==> config.mk <==
export PLATFORM = sky130hd
export DESIGN_NAME = block_delta_varbyte_encoder_unit
export DESIGN_NICKNAME = d
export VERILOG_FILES = /design/src/design/bdve_pkg.sv /design/src/design/bdve_front.sv /design/src/design/bdve_queue.sv /design/src/design/bdve_back.sv /design/src/design/block_delta_varbyte_encoder_unit.sv
export SDC_FILE = /design/constraint.sdc
export NUM_CORES = 1
export LEC_CHECK = 0
export BUFFER_PORTS_ARGS = -buffer_cell sky130_fd_sc_hd__buf_2
export CAP_MARGIN = 20
export CORE_AREA = 2 2 310 282
export DETAILED_ROUTE_END_ITERATION = 10
export DIE_AREA = 0 0 312 284
export SYNTH_ARGS = -nofsm -noshare
export SYNTH_HDL_FRONTEND = slang
export SYNTH_HIERARCHICAL = 1
export SYNTH_SLANG_ARGS = --single-unit
==> constraint.sdc <==
create_clock -name clk -period 6 [get_ports clk]
set_clock_uncertainty 0.15 [all_clocks]
set_input_delay 0 -clock clk [delete_from_list [all_inputs] [get_ports clk]]
set_output_delay 0 -clock clk [all_outputs]
set_load 0.1 [all_outputs]
==> src/design/bdve_pkg.sv <==
// bdve_pkg: shared types, codes and constants for the block delta varbyte encoder.
// No dependencies; used by every module of the block by scoped names.
package bdve_pkg;

	localparam int BLOCK_LEN_DEF = 64;
	localparam int QUEUE_DEPTH   = 4;
	localparam int VALUE_W       = 32;
	localparam int BYTES_W       = 9;
	localparam int NBYTES_W      = 3;
	localparam int STEP_W        = 3;
	localparam logic [BYTES_W-1:0] BYTES_MAX = 9'd511;

	// delta_mode codes (2 and 3 behave as no delta)
	localparam logic [1:0] MODE_RUN   = 2'd0;
	localparam logic [1:0] MODE_BLOCK = 2'd1;

	// result kinds
	localparam logic [1:0] KIND_DATA  = 2'd0;
	localparam logic [1:0] KIND_COUNT = 2'd1;
	localparam logic [1:0] KIND_LAST  = 2'd2;

	typedef struct packed {
		logic [VALUE_W-1:0] value;
		logic               list_end;
	} in_item_t;

	typedef struct packed {
		logic [1:0]         kind;
		logic [VALUE_W-1:0] payload;
		logic               run_last;
	} out_item_t;

	// one classified request handed from front to back
	typedef struct packed {
		logic [VALUE_W-1:0]  code;
		logic [NBYTES_W-1:0] nbytes;
		logic                closes;
		logic                emit_last;
		logic [BYTES_W-1:0]  count;
		logic [VALUE_W-1:0]  value;
	} job_t;

	typedef struct packed {
		logic              cur_valid;
		logic [STEP_W-1:0] step;
		logic [STEP_W-1:0] total;
	} back_stat_t;

endpackage

==> src/design/bdve_front.sv <==
// bdve_front: takes requests, forms the delta and its byte length, keeps block state.
// Depends on bdve_pkg.
module bdve_front #(
	parameter int BLOCK_LEN = bdve_pkg::BLOCK_LEN_DEF
) (
	input  logic                clk,
	input  logic                arst_n,
	input  bdve_pkg::in_item_t  in_item,
	input  logic                accept,
	input  logic [1:0]          delta_mode,
	output bdve_pkg::job_t      job
);

	localparam int FILL_W = $clog2(BLOCK_LEN + 1);

	logic [bdve_pkg::VALUE_W-1:0] prev_q;
	logic [FILL_W-1:0]            fill_q;
	logic [bdve_pkg::BYTES_W-1:0] bytes_q;

	logic [bdve_pkg::VALUE_W-1:0]  base;
	logic [bdve_pkg::VALUE_W-1:0]  code;
	logic [bdve_pkg::NBYTES_W-1:0] nb;
	logic [bdve_pkg::BYTES_W:0]    bytes_sum;
	logic [bdve_pkg::BYTES_W-1:0]  bytes_sat;
	logic [FILL_W-1:0]             fill_next;
	logic                          closes;
	logic                          clear_prev;

	always_comb begin
		if (delta_mode == bdve_pkg::MODE_RUN) begin
			base = prev_q;
		end else if (delta_mode == bdve_pkg::MODE_BLOCK && fill_q != '0) begin
			base = prev_q;
		end else begin
			base = '0;
		end
		code = in_item.value - base;

		// 7-bit groups needed
		if (code[31:28] != '0)      nb = 3'd5;
		else if (code[27:21] != '0) nb = 3'd4;
		else if (code[20:14] != '0) nb = 3'd3;
		else if (code[13:7] != '0)  nb = 3'd2;
		else                        nb = 3'd1;

		bytes_sum = {1'b0, bytes_q} + (bdve_pkg::BYTES_W+1)'(nb);
		bytes_sat = (bytes_sum > {1'b0, bdve_pkg::BYTES_MAX}) ? bdve_pkg::BYTES_MAX
			: bytes_sum[bdve_pkg::BYTES_W-1:0];

		fill_next  = fill_q + FILL_W'(1);
		closes     = in_item.list_end || (fill_next == FILL_W'(BLOCK_LEN));
		clear_prev = closes && (in_item.list_end || delta_mode == bdve_pkg::MODE_BLOCK);

		job.code      = code;
		job.nbytes    = nb;
		job.closes    = closes;
		job.emit_last = closes && (delta_mode == bdve_pkg::MODE_RUN);
		job.count     = bytes_sat;
		job.value     = in_item.value;
	end

	always_ff @(posedge clk or negedge arst_n) begin
		if (!arst_n) begin
			prev_q  <= '0;
			fill_q  <= '0;
			bytes_q <= '0;
		end else if (accept) begin
			prev_q  <= clear_prev ? '0 : in_item.value;
			fill_q  <= closes ? '0 : fill_next;
			bytes_q <= closes ? '0 : bytes_sat;
		end
	end

endmodule

==> src/design/bdve_queue.sv <==
// bdve_queue: short request queue between front and back, flop based.
// Depends on bdve_pkg.
module bdve_queue #(
	parameter int DEPTH = bdve_pkg::QUEUE_DEPTH
) (
	input  logic           clk,
	input  logic           arst_n,
	input  logic           wr,
	input  bdve_pkg::job_t wr_job,
	input  logic           rd,
	output bdve_pkg::job_t rd_job,
	output logic           full,
	output logic           empty
);

	localparam int AW = $clog2(DEPTH);

	bdve_pkg::job_t slot_q [DEPTH];
	logic [AW:0]    wptr_q;
	logic [AW:0]    rptr_q;

	assign full   = (wptr_q[AW] != rptr_q[AW]) && (wptr_q[AW-1:0] == rptr_q[AW-1:0]);
	assign empty  = (wptr_q == rptr_q);
	assign rd_job = slot_q[rptr_q[AW-1:0]];

	always_ff @(posedge clk or negedge arst_n) begin
		if (!arst_n) begin
			wptr_q <= '0;
			rptr_q <= '0;
		end else begin
			if (wr) wptr_q <= wptr_q + (AW+1)'(1);
			if (rd) rptr_q <= rptr_q + (AW+1)'(1);
		end
	end

	always_ff @(posedge clk) begin
		if (wr) slot_q[wptr_q[AW-1:0]] <= wr_job;
	end

endmodule

==> src/design/bdve_back.sv <==
// bdve_back: walks one request into code bytes, count and last value; output register.
// Depends on bdve_pkg.
module bdve_back (
	input  logic                 clk,
	input  logic                 arst_n,
	input  bdve_pkg::job_t       head,
	input  logic                 q_empty,
	output logic                 deq,
	output bdve_pkg::out_item_t  result,
	output logic                 empty,
	input  logic                 pop,
	output bdve_pkg::back_stat_t stat
);

	bdve_pkg::job_t                cur_q;
	logic                          cur_valid_q;
	logic [bdve_pkg::VALUE_W-1:0]  code_q;
	logic [bdve_pkg::STEP_W-1:0]   step_q;
	logic                          out_valid_q;
	bdve_pkg::out_item_t           out_q;

	logic                          adv;
	logic                          emit;
	logic                          last_step;
	logic                          byte_phase;
	logic [bdve_pkg::STEP_W-1:0]   total;
	bdve_pkg::out_item_t           item;

	always_comb begin
		adv        = !out_valid_q || pop;
		emit       = cur_valid_q && adv;
		total      = cur_q.nbytes + bdve_pkg::STEP_W'(cur_q.closes)
			+ bdve_pkg::STEP_W'(cur_q.emit_last);
		last_step  = (step_q == total - bdve_pkg::STEP_W'(1));
		byte_phase = (step_q < cur_q.nbytes);
		deq        = !q_empty && (!cur_valid_q || (emit && last_step));

		item.run_last = last_step;
		if (byte_phase) begin
			item.kind    = bdve_pkg::KIND_DATA;
			item.payload = {24'd0, (step_q != cur_q.nbytes - bdve_pkg::STEP_W'(1)),
				code_q[6:0]};
		end else if (step_q == cur_q.nbytes && cur_q.closes) begin
			item.kind    = bdve_pkg::KIND_COUNT;
			item.payload = {{(bdve_pkg::VALUE_W-bdve_pkg::BYTES_W){1'b0}}, cur_q.count};
		end else begin
			item.kind    = bdve_pkg::KIND_LAST;
			item.payload = cur_q.value;
		end
	end

	always_ff @(posedge clk or negedge arst_n) begin
		if (!arst_n) begin
			cur_valid_q <= 1'b0;
			step_q      <= '0;
			out_valid_q <= 1'b0;
		end else begin
			if (deq) begin
				cur_valid_q <= 1'b1;
				step_q      <= '0;
			end else if (emit && last_step) begin
				cur_valid_q <= 1'b0;
			end else if (emit) begin
				step_q <= step_q + bdve_pkg::STEP_W'(1);
			end

			if (emit)     out_valid_q <= 1'b1;
			else if (pop) out_valid_q <= 1'b0;
		end
	end

	always_ff @(posedge clk) begin
		if (deq) begin
			cur_q  <= head;
			code_q <= head.code;
		end else if (emit && byte_phase) begin
			code_q <= code_q >> 7;
		end
		if (emit) out_q <= item;
	end

	assign result         = out_q;
	assign empty          = !out_valid_q;
	assign stat.cur_valid = cur_valid_q;
	assign stat.step      = step_q;
	assign stat.total     = total;

endmodule

==> src/design/block_delta_varbyte_encoder_unit.sv <==
// block_delta_varbyte_encoder_unit: top level of the block delta varbyte encoder.
// Depends on bdve_pkg, bdve_front, bdve_queue, bdve_back.
//
// Usage:
//  - Input channel: a request (value, list_end) on req is taken at a rising edge with
//    push high and full low. Output channel: the oldest result sits on result while
//    empty is low and is taken at a rising edge with pop high.
//  - Each request yields 1 to 5 code bytes (kind 0, low 7-bit group first, bit 7 set
//    on all but the last), then on block close the byte count (kind 1) and, in
//    running-delta mode, the block's last value (kind 2). run_last marks the final
//    result of a request.
//  - delta_mode is written through cfg_wr_en/cfg_wr_data with the block idle.
//  - A taken request passes the queue and the back end's request and output registers.
//  - Throughput: the back end emits one result per cycle while the receiver pops each
//    result, and a request has 1 to 7 results (5 to 7 for full-width deltas). The
//    front takes one request per cycle until the 4-entry queue fills.
//  - Receiver stall: the output register holds its result; the back end stops, the
//    queue fills and full rises. Nothing is dropped.
//  - Reset: arst_n clears mode, previous value, block fill and byte count, and empties
//    the queue and output register. No clearing pass is needed.
module block_delta_varbyte_encoder_unit #(
	parameter int BLOCK_LEN   = bdve_pkg::BLOCK_LEN_DEF,
	parameter int QUEUE_DEPTH = bdve_pkg::QUEUE_DEPTH
) (
	input  logic                clk,
	input  logic                arst_n,
	input  bdve_pkg::in_item_t  req,
	input  logic                push,
	output logic                full,
	output bdve_pkg::out_item_t result,
	output logic                empty,
	input  logic                pop,
	input  logic                cfg_wr_en,
	input  logic [1:0]          cfg_wr_data
);

	logic [1:0]           delta_mode_q;
	logic                 accept;
	bdve_pkg::job_t       front_job;
	bdve_pkg::job_t       head_job;
	logic                 q_full;
	logic                 q_empty;
	logic                 deq;
	bdve_pkg::back_stat_t back_stat;

	// mode register; the user must write it only while idle, the block does not enforce it
	always_ff @(posedge clk or negedge arst_n) begin
		if (!arst_n) begin
			delta_mode_q <= bdve_pkg::MODE_RUN;
		end else if (cfg_wr_en) begin
			delta_mode_q <= cfg_wr_data;
		end
	end

	assign full   = q_full;
	assign accept = push && !q_full;

	// front: delta, byte length, block bookkeeping
	bdve_front #(
		.BLOCK_LEN (BLOCK_LEN)
	) u_front (
		.clk        (clk),
		.arst_n     (arst_n),
		.in_item    (req),
		.accept     (accept),
		.delta_mode (delta_mode_q),
		.job        (front_job)
	);

	// decoupling queue
	bdve_queue #(
		.DEPTH (QUEUE_DEPTH)
	) u_queue (
		.clk    (clk),
		.arst_n (arst_n),
		.wr     (accept),
		.wr_job (front_job),
		.rd     (deq),
		.rd_job (head_job),
		.full   (q_full),
		.empty  (q_empty)
	);

	// back: serializes each request into results
	bdve_back u_back (
		.clk     (clk),
		.arst_n  (arst_n),
		.head    (head_job),
		.q_empty (q_empty),
		.deq     (deq),
		.result  (result),
		.empty   (empty),
		.pop     (pop),
		.stat    (back_stat)
	);

`ifndef SYNTHESIS
	a_queue_state: assert property (@(posedge clk) disable iff (!arst_n)
		!(q_full && q_empty))
		else $error("queue full and empty at once");

	a_step_range: assert property (@(posedge clk) disable iff (!arst_n)
		back_stat.cur_valid |-> (back_stat.step < back_stat.total))
		else $error("back end step past its result count");

	a_cont_not_last: assert property (@(posedge clk) disable iff (!arst_n)
		(!empty && result.kind == bdve_pkg::KIND_DATA && result.payload[7])
		|-> !result.run_last)
		else $error("continuation byte marked as final result");

	a_deq_ready: assert property (@(posedge clk) disable iff (!arst_n)
		deq |-> !q_empty)
		else $error("dequeue from empty queue");
`endif

endmodule
---- Word-level counts from Yosys, hierarchy flattened ----
Memories as Yosys holds them, arrays and structs flattened.
Cells that the tools add are included.
word-level totals
  flip-flop bits (word level) ............. 174
  RAM bits ................................ 312
  bits of input ports ..................... 40
  output and inout bits ................... 37
  logic and storage cells ................. 95
  memories ................................ 1
cells by class
  add/subtract/negate cells ............... 10
  order comparisons ....................... 2
  equality and inequality tests ........... 9
  muxes and demuxes ....................... 23
  reduce and logical (&&, ||, !) cells .... 30
memories
  memory          words  width  rd ports  clocked after memory_dff  write ports  line              text
  u_queue.slot_q  4      78     1         0                         1            bdve_queue.sv:18  bdve_pkg::job_t slot_q [DEPTH];
operator list
  cell                                                                              count
  32-bit two-way mux                                                                5
  34-bit two-way mux                                                                1
  32-bit subtractor                                                                 1
  7-bit nonzero test                                                                4
  3-bit two-way mux                                                                 6
  9-bit two-way mux                                                                 2
  9-bit by 3-bit adder with 10-bit output                                           1
  10-bit by 9-bit greater-than comparator with 1-bit output, second input constant  1
  1-bit logical AND                                                                 10
  3-bit by 1-bit adder with 3-bit output, second input constant                     3
  3-bit == test                                                                     3
  8-bit two-way mux                                                                 1
  2-bit nonzero test                                                                4
  7-bit by 1-bit adder with 7-bit output, second input constant                     1
  7-bit == test, second input constant                                              1
  7-bit two-way mux                                                                 1
  3-bit by 1-bit adder with 3-bit output                                            2
  1-bit two-way mux                                                                 6
  3-bit by 1-bit subtractor with 3-bit output, second input constant                2
  1-bit zero test                                                                   4
  1-bit logical OR                                                                  4
  4-bit nonzero test                                                                1
  3-bit less-than comparator                                                        1
  3-bit inequality test                                                             1
  8 further kinds                                                                   8

---- Longest topological paths before layout ----
  depth in word-level cells ............... 14
  gate-level depth with buffers ........... 25
  depth with buffers taken out ............ 25

---- Hierarchy ----
Netlist, hierarchy kept.
modules (own cells, without submodules)
  module                            instances  cells an instance  area each (sq um)  sequential area each (sq um)
  bdve_queue                        1          438                11685.0            9519.1
  bdve_back                         1          273                4759.6             3518.4
  bdve_front                        1          619                4678.2             1201.2
  block_delta_varbyte_encoder_unit  1          5                  78.8               50.0

---- Worst setup path before layout ----
No wires, ideal clock.
  path kind ............................... reg2reg
  start point ............................. reg u_front.fill_q[0]
  end point ............................... reg u_front/bytes_q[5] (netlist bit)
  library setup time ...................... 120 ps
  arrival time ............................ 5495 ps
  data required time ...................... 5730 ps
  slack ................................... 235 ps
  cell stages (with the launch flop) ...... 24
  path buffers ............................ 1
  clock period less this slack ............ 5765 ps
  path through ............................ dfrtp_1 > inv_1 > ha_1 > nor4bb_1 > a21oi_1 > clkbuf_1 > nand2_1 > fa_1 > a21o_2 > a221o_2 > a31oi_4 > o21ai_1 > xor2_1 > or3_1 > or4_1 > and3b_1 > ha_1 > a21o_1 > a21oi_1 > nor2_1 > and2_0 > nand4_1 > o21ai_0 > a31o_2
RTL lines
  item                      line              text
  start: declaration        bdve_front.sv:17  logic [FILL_W-1:0] fill_q;
  start signal: assignment  bdve_front.sv:69  fill_q <= closes ? '0 : fill_next;
  end signal: assignment    bdve_front.sv:70  bytes_q <= closes ? '0 : bytes_sat;
  end: declaration          bdve_front.sv:18  logic [bdve_pkg::BYTES_W-1:0] bytes_q;

==> results_dict.tcl <==
set metrics [dict create \
    comb_power_share_pct 38.6 \
    grt_max_degree 66 \
    ff_latch_area_um2 14300 \
    viasPerCell 4.34 \
    synthCells 1334 \
    drive_above_1_share_pct 25.7 \
    dpl.hpwl_um 30300 \
    status "complete, but fails checks" \
    violations "negative hold slack" \
    fin_crit_ns 5.75 \
    r2r_setup_slack_ns 0.25 \
    p_int_uw 9200 \
    vdd_drop_max_v 0.000428 \
    clock_latency_ns 0.60 \
    wl_per_cell_um 17.5 \
    gr-usage-all-layers_pct 10.4 \
    leakage_uw 0.00889 \
    dieWidth_um 312 \
    synth_area_um2 21200 \
    holdWs_ns -0.0262 \
    die_h_um 284 \
    cts_tree "built" \
    fin_ws_ns 0.248 \
    switching_share_pct 37.3 \
    finalCritPeriodShare_pct 95.9 \
    r2r_start "u_front/fill_q[0]" \
    multiInputGateArea_um2 6180 \
    finalInstanceArea_um2 25300 \
    ant_nets 0 \
    power.sequential.fraction_pct 39.8 \
    die_area_um2 88600 \
    setup_viol 0 \
    grt_pass1_wl_um 72100 \
    grt_setup_unrepaired "yes" \
    cts.sinks 486 \
    pin_count 77 \
    syn_to_final_growth_pct 19.2 \
    grt_antenna_before_repair 0 \
    drt_iter0_drc 804 \
    pre_cts_ws_ns -0.0459 \
    finalHoldViolCount 5 \
    power_uw 14700 \
    cp.required_ns 6.17 \
    nets 1588 \
    crit_fanout 15 \
    dpl-instance-area_um2 23000 \
    p_sw_uw 5470 \
    relSlewSlack_pct 28.5 \
    yosys_warnings 6 \
    dr.pass1.iters 5 \
    start_kind "flip-flop" \
    cts_buffers 50 \
    holdCritPathClass "primary input to async pin" \
    cts-htree-levels 2 \
    synth.net_count 1425 \
    clkPwrFrac_pct 21.6 \
    clk_path_buf_depth 3 \
    portBuffers 76 \
    drv_slew 0 \
    drt-total-wl_um 46900 \
    r2r_cells 26 \
    vias 11600 \
    grt_pass1_vias 12200 \
    fillers 8478 \
    tightest_slew_ns 1.07 \
    crit_type "flip-flop to flip-flop" \
    num_rows 102 \
    clk_pin_slew_worst_paths_ns 0.06 \
    drc 0 \
    place_inst 2545 \
    fmax_ghz 0.174 \
    stdcell_count 2682 \
    cp-end-kind "flip-flop" \
    syn_avg_cell_area_um2 15.9 \
    worstPathArrival_ns 5.92 \
    drv_cap 0 \
    clock-root-buffer "clkbuf_16" \
    grt_overflow 0 \
    initial_core_util_pct 24.9 \
    coreArea_um2 85300 \
    routabilityCongestion 0.853 \
    p_per_area_nw_per_um2 581 \
    r2r_end "u_queue/slot_q[1][32]" \
    diodes 0 \
]
-- flip-flops by register name (all words and copies together) (netlist names) --
name	flops
u_queue/wptr_q	3
u_back/step_q	3
u_front/bytes_q	9
u_queue/slot_q	312
u_back/out_valid_q	1
u_front/fill_q	7
u_queue/rptr_q	3
u_back/code_q	32
delta_mode_q	2
u_front/prev_q	32
u_back/cur_valid_q	1
u_back/cur_q	46
u_back/result	35
-- layout by cell type (no fill, tap or decap), types with 9 or more instances in the layout --
| master | count |
|---|---|
| buf_4 | 76 |
| nand3_1 | 18 |
| dlygate4sd3_1 | 38 |
| nor2_1 | 39 |
| a21oi_1 | 34 |
| clkbuf_1 | 10 |
| dfrtp_1 | 59 |
| xnor2_1 | 25 |
| xor2_1 | 21 |
| mux4_2 | 78 |
| mux2i_1 | 12 |
| nand4_1 | 10 |
| nand2_1 | 122 |
| mux2_4 | 19 |
| o21ai_0 | 63 |
| nor3_1 | 10 |
| ha_1 | 48 |
| nor2b_1 | 10 |
| buf_2 | 76 |
| edfxtp_1 | 425 |
| a21oi_2 | 9 |
| mux2_2 | 9 |
| inv_1 | 59 |
| and2_1 | 36 |
| clkbuf_16 | 51 |
-- critical path, cell delays in order (launching register included) --
cell       delay, ns
dfrtp_1         0.38
inv_1           0.09
ha_1            0.14
nor4bb_2        0.31
a21oi_2         0.10
buf_6           0.15
buf_12          0.12
clkbuf_16       0.17
nand2_1         0.08
ha_1            0.23
and3_1          0.18
a221o_2         0.41
buf_4           0.17
a21o_1          0.19
a21oi_1         0.19
xnor2_1         0.12
or4_4           0.44
nand4bb_1       0.19
and3b_2         0.26
ha_1            0.30
a21o_1          0.17
a21oi_2         0.15
nor2_1          0.08
and2_0          0.19
and4_2          0.29
nor2_1          0.13
inv_1           0.10
-- final cells by class --
cell class                      instances  area share [%]
Clock buffer                           64            5.32
Tap cell                             1144            5.67
Clock inverter                         29            1.44
Timing Repair Buffer                  194            5.57
Inverter                               61           0.912
Multi-Input combinational cell        704            24.5
Sequential cell                       486            56.6
-- how the worst max path moves through the flow --
| stage | slack (ns) | start | cells past startpoint | endpoint |
|---|---|---|---|---|
| final | 0.25 | u_front/fill_q[0] | 26 | u_queue/slot_q[1][32] |
| after global routing | 0.002 | u_front/fill_q[0] | 25 | u_queue/slot_q[3][35] |
| after CTS | 0.02 | u_front/fill_q[0] | 25 | u_front/bytes_q[7] |
| after detailed placement | -0.05 | u_front/fill_q[0] | 24 | u_front/bytes_q[7] |
| after global placement | 0.01 | u_front/fill_q[0] | 26 | u_front/bytes_q[7] |
| after floorplan | 0.24 | u_front/fill_q[0] | 23 | u_front/bytes_q[5] |
-- power by group through the flow --
stage / logic (uW) / registers [uW] / clock network (uW)
5_1_grt: 6110 / 5950 / 3370
3_3_place_gp: 5550 / 5870 / 0
2_1_floorplan: 3410 / 6590 / 0
3_5_place_dp: 5630 / 5910 / 0
4_1_cts: 5670 / 5860 / 3250
6_report: 5670 / 5840 / 3170
-- through the flow --
stage          util (%)  hold slack, ns  TNS (ns)
3_5_place_dp       27.0          0.0993    -0.479
6_report           29.6         -0.0262         0
5_1_grt            29.6          0.0657         0
4_1_cts            29.4         0.00378         0
3_3_place_gp       27.0          0.0927         0
2_1_floorplan         -          -0.446         0
-- per-layer routing --
metal / up-vias / track usage [%] / part of all wire [%]
met5: - / 0 / 0
met2: 248 / 17.5 / 49
met4: 0 / 3.08 / 1.9
li1: 5373 / - / -
met3: 50 / 1.67 / 3.8
met1: 5964 / 13.9 / 46
-- timing repair --
item                                   CTS  global route
setup buffers                            1             4
cloned                                   0             1
endpoints found under the hold margin  261             0
hold buffers                            38             0
pin swaps                                1             4
resized for setup                        2            26
setup endpoints to repair               22            45
Power figures use the tool's default switching activity.
